===== src/hw/rtl/srtn_pkg.sv =====
`timescale 1ns / 1ps

package srtn_pkg;

    // Slot indexes are carried at the width needed for the largest table.
    localparam int PROC_IDX_W = 6;
    localparam int TIME_W     = 32;
    localparam int VAL_W      = 16;
    localparam int S_DATA_W   = 32;
    localparam int M_DATA_W   = 136;
    localparam int STATUS_W   = 2;
    localparam int PID_W      = 5;

    localparam logic [TIME_W-1:0] TIME_MAX = {TIME_W{1'b1}};

    localparam logic FUNC_LOAD = 1'b0;
    localparam logic FUNC_TICK = 1'b1;

    localparam logic [STATUS_W-1:0] STATUS_LOAD_OK  = 2'd0;
    localparam logic [STATUS_W-1:0] STATUS_LOAD_REJ = 2'd1;
    localparam logic [STATUS_W-1:0] STATUS_RAN      = 2'd2;
    localparam logic [STATUS_W-1:0] STATUS_IDLE     = 2'd3;

    typedef enum logic [1:0] {
        ST_IDLE,
        ST_SWEEP,
        ST_RESULT
    } state_t;

    // Best candidate seen so far, handed from cell to cell.
    typedef struct packed {
        logic                  found;
        logic [VAL_W-1:0]      rem;
        logic [PROC_IDX_W-1:0] idx;
        logic [VAL_W-1:0]      arr;
        logic [VAL_W-1:0]      bur;
    } best_t;

    // Table update controls broadcast to every cell.
    typedef struct packed {
        logic                  load_en;
        logic [PROC_IDX_W-1:0] load_slot;
        logic [VAL_W-1:0]      arr;
        logic [VAL_W-1:0]      bur;
        logic                  dec_en;
        logic [PROC_IDX_W-1:0] dec_slot;
    } cell_ctrl_t;

endpackage


===== src/hw/rtl/srtn_preemptive_scheduler.sv =====
`timescale 1ns / 1ps
// Load word: captured while idle, then the result state registers the result word once the
// output is free. Tick word: captured while idle, then the sweep carries the best candidate
// through MAX_PROCS registered cells before the result state registers the result word.
// One word is in work at a time; a finished result may wait while the next word is taken.
// Reset (aresetn low, synchronous) clears time, counts, remaining times and the output
// valid; arrival and burst entries are left as they are until loaded.
module srtn_preemptive_scheduler import srtn_pkg::*; #(
    parameter int MAX_PROCS = 16
) (
    input  logic                aclk,
    input  logic                aresetn,
    input  logic                s_tvalid,
    output logic                s_tready,
    // [15:0] arrival_time, [31:16] burst_time
    input  logic [S_DATA_W-1:0] s_tdata,
    // [0] func
    input  logic                s_tuser,
    output logic                m_tvalid,
    input  logic                m_tready,
    // [4:0] process_id, [36:5] tick_time, [37] finished, [69:38] completion_time,
    // [101:70] turnaround_time, [133:102] waiting_time, [134] all_done, [135] zero
    output logic [M_DATA_W-1:0] m_tdata,
    // [1:0] status
    output logic [STATUS_W-1:0] m_tuser
);

    localparam int LC_W  = $clog2(MAX_PROCS + 1);
    localparam int CNT_W = (MAX_PROCS > 1) ? $clog2(MAX_PROCS) : 1;

    state_t              state_reg, state_next;
    logic [CNT_W-1:0]    cnt_reg, cnt_next;
    logic                func_reg, func_next;
    logic [VAL_W-1:0]    in_arr_reg, in_arr_next;
    logic [VAL_W-1:0]    in_bur_reg, in_bur_next;
    logic [LC_W-1:0]     loaded_reg, loaded_next;
    logic [LC_W-1:0]     completed_reg, completed_next;
    logic [TIME_W-1:0]   time_reg, time_next;
    logic                m_valid_reg, m_valid_next;
    logic [M_DATA_W-1:0] m_data_reg, m_data_next;
    logic [STATUS_W-1:0] m_user_reg, m_user_next;

    cell_ctrl_t          ctrl;
    best_t               chain_w [0:MAX_PROCS];
    best_t               best;
    logic                out_free;
    logic                reject;
    logic                fin;
    logic [TIME_W-1:0]   end_time;
    logic [TIME_W-1:0]   tat;
    logic [TIME_W-1:0]   bur_ext;
    logic [TIME_W-1:0]   wait_t;
    logic [PID_W-1:0]    pid;
    logic [TIME_W-1:0]   tick_out;
    logic                fin_out;
    logic [TIME_W-1:0]   comp_out;
    logic [TIME_W-1:0]   tat_out;
    logic [TIME_W-1:0]   wait_out;

    assign chain_w[0] = '0;

    genvar g;
    generate
        for (g = 0; g < MAX_PROCS; g++) begin : g_cell
            srtn_cell #(
                .CELL_IDX(g)
            ) u_cell (
                .aclk    (aclk),
                .aresetn (aresetn),
                .ctrl_i  (ctrl),
                .time_i  (time_reg),
                .best_i  (chain_w[g]),
                .best_o  (chain_w[g+1])
            );
        end
    endgenerate

    assign best = chain_w[MAX_PROCS];

    always_comb begin
        out_free = !m_valid_reg || m_tready;
        reject   = (loaded_reg == LC_W'(MAX_PROCS)) || (in_bur_reg == '0);
        fin      = best.found && (best.rem == VAL_W'(1));
        end_time = (time_reg == TIME_MAX) ? TIME_MAX : time_reg + 1'b1;
        tat      = end_time - {{(TIME_W-VAL_W){1'b0}}, best.arr};
        bur_ext  = {{(TIME_W-VAL_W){1'b0}}, best.bur};
        wait_t   = (tat >= bur_ext) ? (tat - bur_ext) : '0;

        state_next     = state_reg;
        cnt_next       = cnt_reg;
        func_next      = func_reg;
        in_arr_next    = in_arr_reg;
        in_bur_next    = in_bur_reg;
        loaded_next    = loaded_reg;
        completed_next = completed_reg;
        time_next      = time_reg;
        m_valid_next   = m_valid_reg && !m_tready;
        m_data_next    = m_data_reg;
        m_user_next    = m_user_reg;
        s_tready       = (state_reg == ST_IDLE);

        ctrl           = '0;
        ctrl.load_slot = PROC_IDX_W'(loaded_reg);
        ctrl.arr       = in_arr_reg;
        ctrl.bur       = in_bur_reg;
        ctrl.dec_slot  = best.idx;

        pid      = '0;
        tick_out = '0;
        fin_out  = 1'b0;
        comp_out = '0;
        tat_out  = '0;
        wait_out = '0;

        case (state_reg)
            ST_IDLE: begin
                if (s_tvalid) begin
                    func_next   = s_tuser;
                    in_arr_next = s_tdata[15:0];
                    in_bur_next = s_tdata[31:16];
                    cnt_next    = '0;
                    state_next  = (s_tuser == FUNC_TICK) ? ST_SWEEP : ST_RESULT;
                end
            end
            ST_SWEEP: begin
                // The last cell holds a settled answer once the sweep has crossed every cell.
                if (cnt_reg == CNT_W'(MAX_PROCS - 1)) begin
                    state_next = ST_RESULT;
                end else begin
                    cnt_next = cnt_reg + 1'b1;
                end
            end
            ST_RESULT: begin
                if (out_free) begin
                    state_next   = ST_IDLE;
                    m_valid_next = 1'b1;
                    if (func_reg == FUNC_LOAD) begin
                        if (reject) begin
                            m_user_next = STATUS_LOAD_REJ;
                        end else begin
                            m_user_next  = STATUS_LOAD_OK;
                            ctrl.load_en = 1'b1;
                            loaded_next  = loaded_reg + 1'b1;
                            pid          = PID_W'(7'(loaded_reg) + 7'd1);
                        end
                    end else begin
                        tick_out  = time_reg;
                        time_next = end_time;
                        if (best.found) begin
                            m_user_next = STATUS_RAN;
                            ctrl.dec_en = 1'b1;
                            pid         = PID_W'(7'(best.idx) + 7'd1);
                            if (fin) begin
                                fin_out        = 1'b1;
                                comp_out       = end_time;
                                tat_out        = tat;
                                wait_out       = wait_t;
                                completed_next = completed_reg + 1'b1;
                            end
                        end else begin
                            m_user_next = STATUS_IDLE;
                        end
                    end
                    m_data_next = {1'b0, (completed_next == loaded_next), wait_out, tat_out,
                                   comp_out, fin_out, tick_out, pid};
                end
            end
            default: begin
                state_next = ST_IDLE;
            end
        endcase
    end

    always_ff @(posedge aclk) begin
        if (!aresetn) begin
            state_reg     <= ST_IDLE;
            cnt_reg       <= '0;
            loaded_reg    <= '0;
            completed_reg <= '0;
            time_reg      <= '0;
            m_valid_reg   <= 1'b0;
        end else begin
            state_reg     <= state_next;
            cnt_reg       <= cnt_next;
            loaded_reg    <= loaded_next;
            completed_reg <= completed_next;
            time_reg      <= time_next;
            m_valid_reg   <= m_valid_next;
        end
    end

    always_ff @(posedge aclk) begin
        func_reg   <= func_next;
        in_arr_reg <= in_arr_next;
        in_bur_reg <= in_bur_next;
        m_data_reg <= m_data_next;
        m_user_reg <= m_user_next;
    end

    assign m_tvalid = m_valid_reg;
    assign m_tdata  = m_data_reg;
    assign m_tuser  = m_user_reg;

endmodule


===== src/hw/rtl/srtn_cell.sv =====
`timescale 1ns / 1ps

module srtn_cell import srtn_pkg::*; #(
    parameter int CELL_IDX = 0
) (
    input  logic              aclk,
    input  logic              aresetn,
    input  cell_ctrl_t        ctrl_i,
    input  logic [TIME_W-1:0] time_i,
    input  best_t             best_i,
    output best_t             best_o
);

    localparam logic [PROC_IDX_W-1:0] MY_IDX = PROC_IDX_W'(CELL_IDX);

    logic [VAL_W-1:0] arr_reg;
    logic [VAL_W-1:0] bur_reg;
    logic [VAL_W-1:0] rem_reg;
    best_t            best_reg;
    best_t            best_next;
    logic             take;

    // Slots never loaded keep a zero remaining time, so they never compete.
    always_comb begin
        take = (rem_reg != '0) && ({{(TIME_W-VAL_W){1'b0}}, arr_reg} <= time_i)
               && (!best_i.found || (rem_reg < best_i.rem));
        best_next = best_i;
        if (take) begin
            best_next.found = 1'b1;
            best_next.rem   = rem_reg;
            best_next.idx   = MY_IDX;
            best_next.arr   = arr_reg;
            best_next.bur   = bur_reg;
        end
    end

    always_ff @(posedge aclk) begin
        best_reg.rem <= best_next.rem;
        best_reg.idx <= best_next.idx;
        best_reg.arr <= best_next.arr;
        best_reg.bur <= best_next.bur;
        if (ctrl_i.load_en && (ctrl_i.load_slot == MY_IDX)) begin
            arr_reg <= ctrl_i.arr;
            bur_reg <= ctrl_i.bur;
        end
        if (!aresetn) begin
            rem_reg        <= '0;
            best_reg.found <= 1'b0;
        end else begin
            best_reg.found <= best_next.found;
            if (ctrl_i.load_en && (ctrl_i.load_slot == MY_IDX)) begin
                rem_reg <= ctrl_i.bur;
            end else if (ctrl_i.dec_en && (ctrl_i.dec_slot == MY_IDX)) begin
                rem_reg <= rem_reg - 1'b1;
            end
        end
    end

    assign best_o = best_reg;

endmodule


===== config.mk =====
export PLATFORM = sky130hd
export DESIGN_NAME = srtn_preemptive_scheduler
export DESIGN_NICKNAME = d
export VERILOG_FILES = /design/src/hw/rtl/srtn_pkg.sv /design/src/hw/rtl/srtn_preemptive_scheduler.sv /design/src/hw/rtl/srtn_cell.sv
export SDC_FILE = /design/constraint.sdc
export NUM_CORES = 2
export LEC_CHECK = 0
export BUFFER_PORTS_ARGS = -buffer_cell sky130_fd_sc_hd__buf_2
export CORE_AREA = 3 3 394 396
export DETAILED_ROUTE_END_ITERATION = 16
export DIE_AREA = 0 0 397 399
export GPL_ROUTABILITY_DRIVEN = 0
export PLACE_DENSITY = 0.67
export SYNTH_ARGS = -nofsm -noshare
export SYNTH_HDL_FRONTEND = slang
export SYNTH_SLANG_ARGS = --single-unit
export TNS_END_PERCENT = 1

===== constraint.sdc =====
create_clock -name aclk -period 19.13 [get_ports aclk]
set_input_delay 3.826 -clock aclk [delete_from_list [all_inputs] [get_ports aclk]]
set_output_delay 3.826 -clock aclk [all_outputs]
set_load 0.02 [all_outputs]

==> metrics.md <==
| Metric | Value |
|---|---|
| Status | `finished clean` |
| PostCTS Resize Cnt | `0` |
| CP Launch Type | `flip-flop` |
| Starting density of the core | `50.93%` |
| Power Total | `8.980 mW` |
| Die height | `399 um` |
| Top Ports | `177` |
| Final setup violation count | `0` |
| Worst slew pin tran | `1.236 ns` |
| Post-CTS Setup Repair Bufs | `0` |
| DR WL/cell | `21.74 um` |
| CP required | `19.63 ns` |
| DRC violations left | `0` |
| CTS tree | `done` |
| Antenna violations before repair | `7` |
| Max Transition Viols Final | `0` |
| CP delay by family, top | `compound AO/OA/AOI/OAI gates` |
| DP Area | `0.08061 sq mm` |
| Proportion of layout cells with a drive suffix above 1 | `19.01%` |
| Util after Layout | `57.15%` |
| Final setup TNS | `0 ns` |
| Met1 Routed Length | `85430 um` |
| Worst rel slew slack | `17.12%` |
| Critical Path Slowest Stage Cell | `o31ai_4` |
| Sequential area share after synthesis | `55.92%` |
| Unique cell type count in the Yosys netlist | `87` |
| Global-route wire length before repair | `298700 um` |
| Vias per inst | `5.723` |
| Pre-CTS setup slack | `11.34 ns` |
| Synth top area share | `29.45%` |
| Gr usage total | `24.36%` |
| Total number of vias | `51430` |
| H-tree depth | `4` |
| Max Root-Sink Buffers | `3` |
| Final instance area | `0.08681 sq mm` |
| CP max stage delay | `0.95 ns` |
| Clock root buffer | `clkbuf_16` |
| Final Hold Fails | `0` |
| CP bufs+invs | `2` |
| Hold bufs inserted after CTS | `0` |
| Clock sinks | `1820` |
| PortBufs | `175` |
| Critical Path AT | `7.90 ns` |
| Vias in the first global route | `50586` |
| Max reg flops | `833` |
| Met2 WL | `90910 um` |
| Crit-path max FO | `36` |
| Worst setup margin | `11.73 ns` |
| Core ar. | `0.1519 sq mm` |
| Critical path, cell by cell | `buf_4 > ha_1 > and4_1 > nand4_1 > or3_1 > buf_4 > nand2_1 > ha_1 > o211ai_1 > a21oi_1 > a211oi_1 > xnor2_1 > ha_1 > nand3_1 > o22ai_1 > or4_1 > nand3_1 > nand2_1 > a21oi_1 > o211a_1 > nor4b_4 > o21ai_2 > o31ai_4 > nor2_1` |
| Total grt overflow | `0` |
| Asr flop ratio synth | `0%` |
| Kind of critical path | `flip-flop to flip-flop` |
| Worst skew pair latency | `0.81 ns` |
| Cell mode on critical path | `ha_1` |
| Crit. End Element | `flip-flop` |
| Synth area leaders | `dfxtp_1, edfxtp_1, mux2_2` |
| Drt pass-1 iters | `9` |
| Achievable Freq | `135.1 MHz` |
| Tcrit/Tclk final | `38.69%` |
| Total wire length | `195400 um` |
| PD cells | `103.4 mW/mm^2` |
| Placed instance count | `8641` |
| Row cnt | `143` |
| Hold Slack | `0.4103 ns` |
| Area leader, netlist | `dfxtp_1` |
| Worst Hold Class | `flip-flop to flip-flop` |
| Die width | `397 um` |
| Pin count of the biggest net entering global routing | `151` |
| Flops & latches, synth | `1820` |
| Pleak | `33.77 nW` |
| Top layer used by detailed routing | `met4` |
| Synth Flop Type | `dfxtp_1` |
| Fin nets | `7377` |
| Number of synthesized flops with an enable pin | `682` |
| Cell Area, Synth | `0.07736 sq mm` |
| Synth Area per Inst | `11.73 sq um` |
| Syn_nets | `7179` |
| ANT nets after route | `0` |
| Die area | `0.1584 sq mm` |
| Min cycle time layout | `7.401 ns` |
| Mapped Cells | `6598` |
| HPWL after detailed placement | `131400 um` |
| VDD IR-drop max | `0.1041 mV` |
| Area growth syn-to-layout | `12.21%` |
| Detailed route wirelength on metal3 | `11950 um` |
| Clock slew at reported path FFs | `0.06 ns` |
| RSZ-0062 raised after global routing | `false` |
| CTS buffer count | `183` |
| Final Skew | `0.02607 ns` |
| Drt initial violations | `3988` |
| Max cap viols | `0` |
| Final Non-Filler Cells | `8987` |
| Total number of yosys warnings | `0` |
[layout by cell type (no fill, tap or decap), types with 87 or more instances in the layout]
cell type / count
and2_1: 100
buf_2: 175
xnor2_1: 108
nor2_1: 469
mux2_2: 702
nand3_1: 127
nand2_1: 264
a21oi_1: 367
inv_1: 369
clkbuf_16: 187
nor3_1: 115
a21o_1: 143
o21ai_0: 175
nand4_1: 97
a211oi_1: 104
buf_4: 87
edfxtp_1: 682
ha_1: 542
dfxtp_1: 1138
[cell families after synthesis]
kind of cell / after synthesis / synth area share (%)
AO/OA/AOI/OAI: 1152 / 9.660
flip-flops: 1820 / 55.92
other: 1 / 0.004847
XOR/XNOR: 156 / 1.795
multiplexers: 726 / 10.53
adder cells (fa/ha/maj): 544 / 8.818
buffers and inverters: 633 / 3.117
AND/OR/NAND/NOR: 1566 / 10.16
[area by class of cell]
cell class	count	area, sq um
multi-input cells	4145	31820
well taps	2030	2540
fillers	12402	65100
repair buffers	262	1529
clock buffers	255	5195
diodes	3	7.507
inverters	384	1454
clock inverters	88	998.5
flip-flops and latches	1820	43260
[Yosys cell counts (all sizes together), types with 47 or more instances]
master,instances
nand2,266
ha,542
xnor2,109
a211oi,106
o21a,86
o21ai,177
xor2,47
inv,380
nand2b,74
nor4,68
dfxtp,1138
nor2,471
and2,101
clkbuf,206
nand3,129
a21o,143
nor2b,70
edfxtp,682
a21oi,371
nand4,99
mux2,702
nor3,123
[power breakdown]
| group | internal [mW] | total [mW] | switching [mW] |
|---|---|---|---|
| clock network | 2.12 | 3.64 | 1.51 |
| registers | 4.29 | 4.40 | 0.111 |
| logic | 0.399 | 0.946 | 0.547 |
[metal layers]
metal | up-vias | global-route usage [%]
met5 | - | 0
met4 | 0 | 9.201
met3 | 398 | 3.594
met2 | 1650 | 40.05
met1 | 25043 | 32.63
li1 | 24339 | -
[worst paths after layout]
kind,startpoint,end,slack (ns),cells past startpoint
setup / recovery,time_reg[0],m_tdata[105],11.73,24
hold reg to reg,g_cell[8].u_cell.best_o[32],g_cell[9].u_cell.best_o[32],0.41,1
hold / removal,g_cell[8].u_cell.best_o[32],g_cell[9].u_cell.best_o[32],0.41,1
setup reg to reg,time_reg[0],m_tdata[105],11.73,24
(Power assumes the default switching activity.)
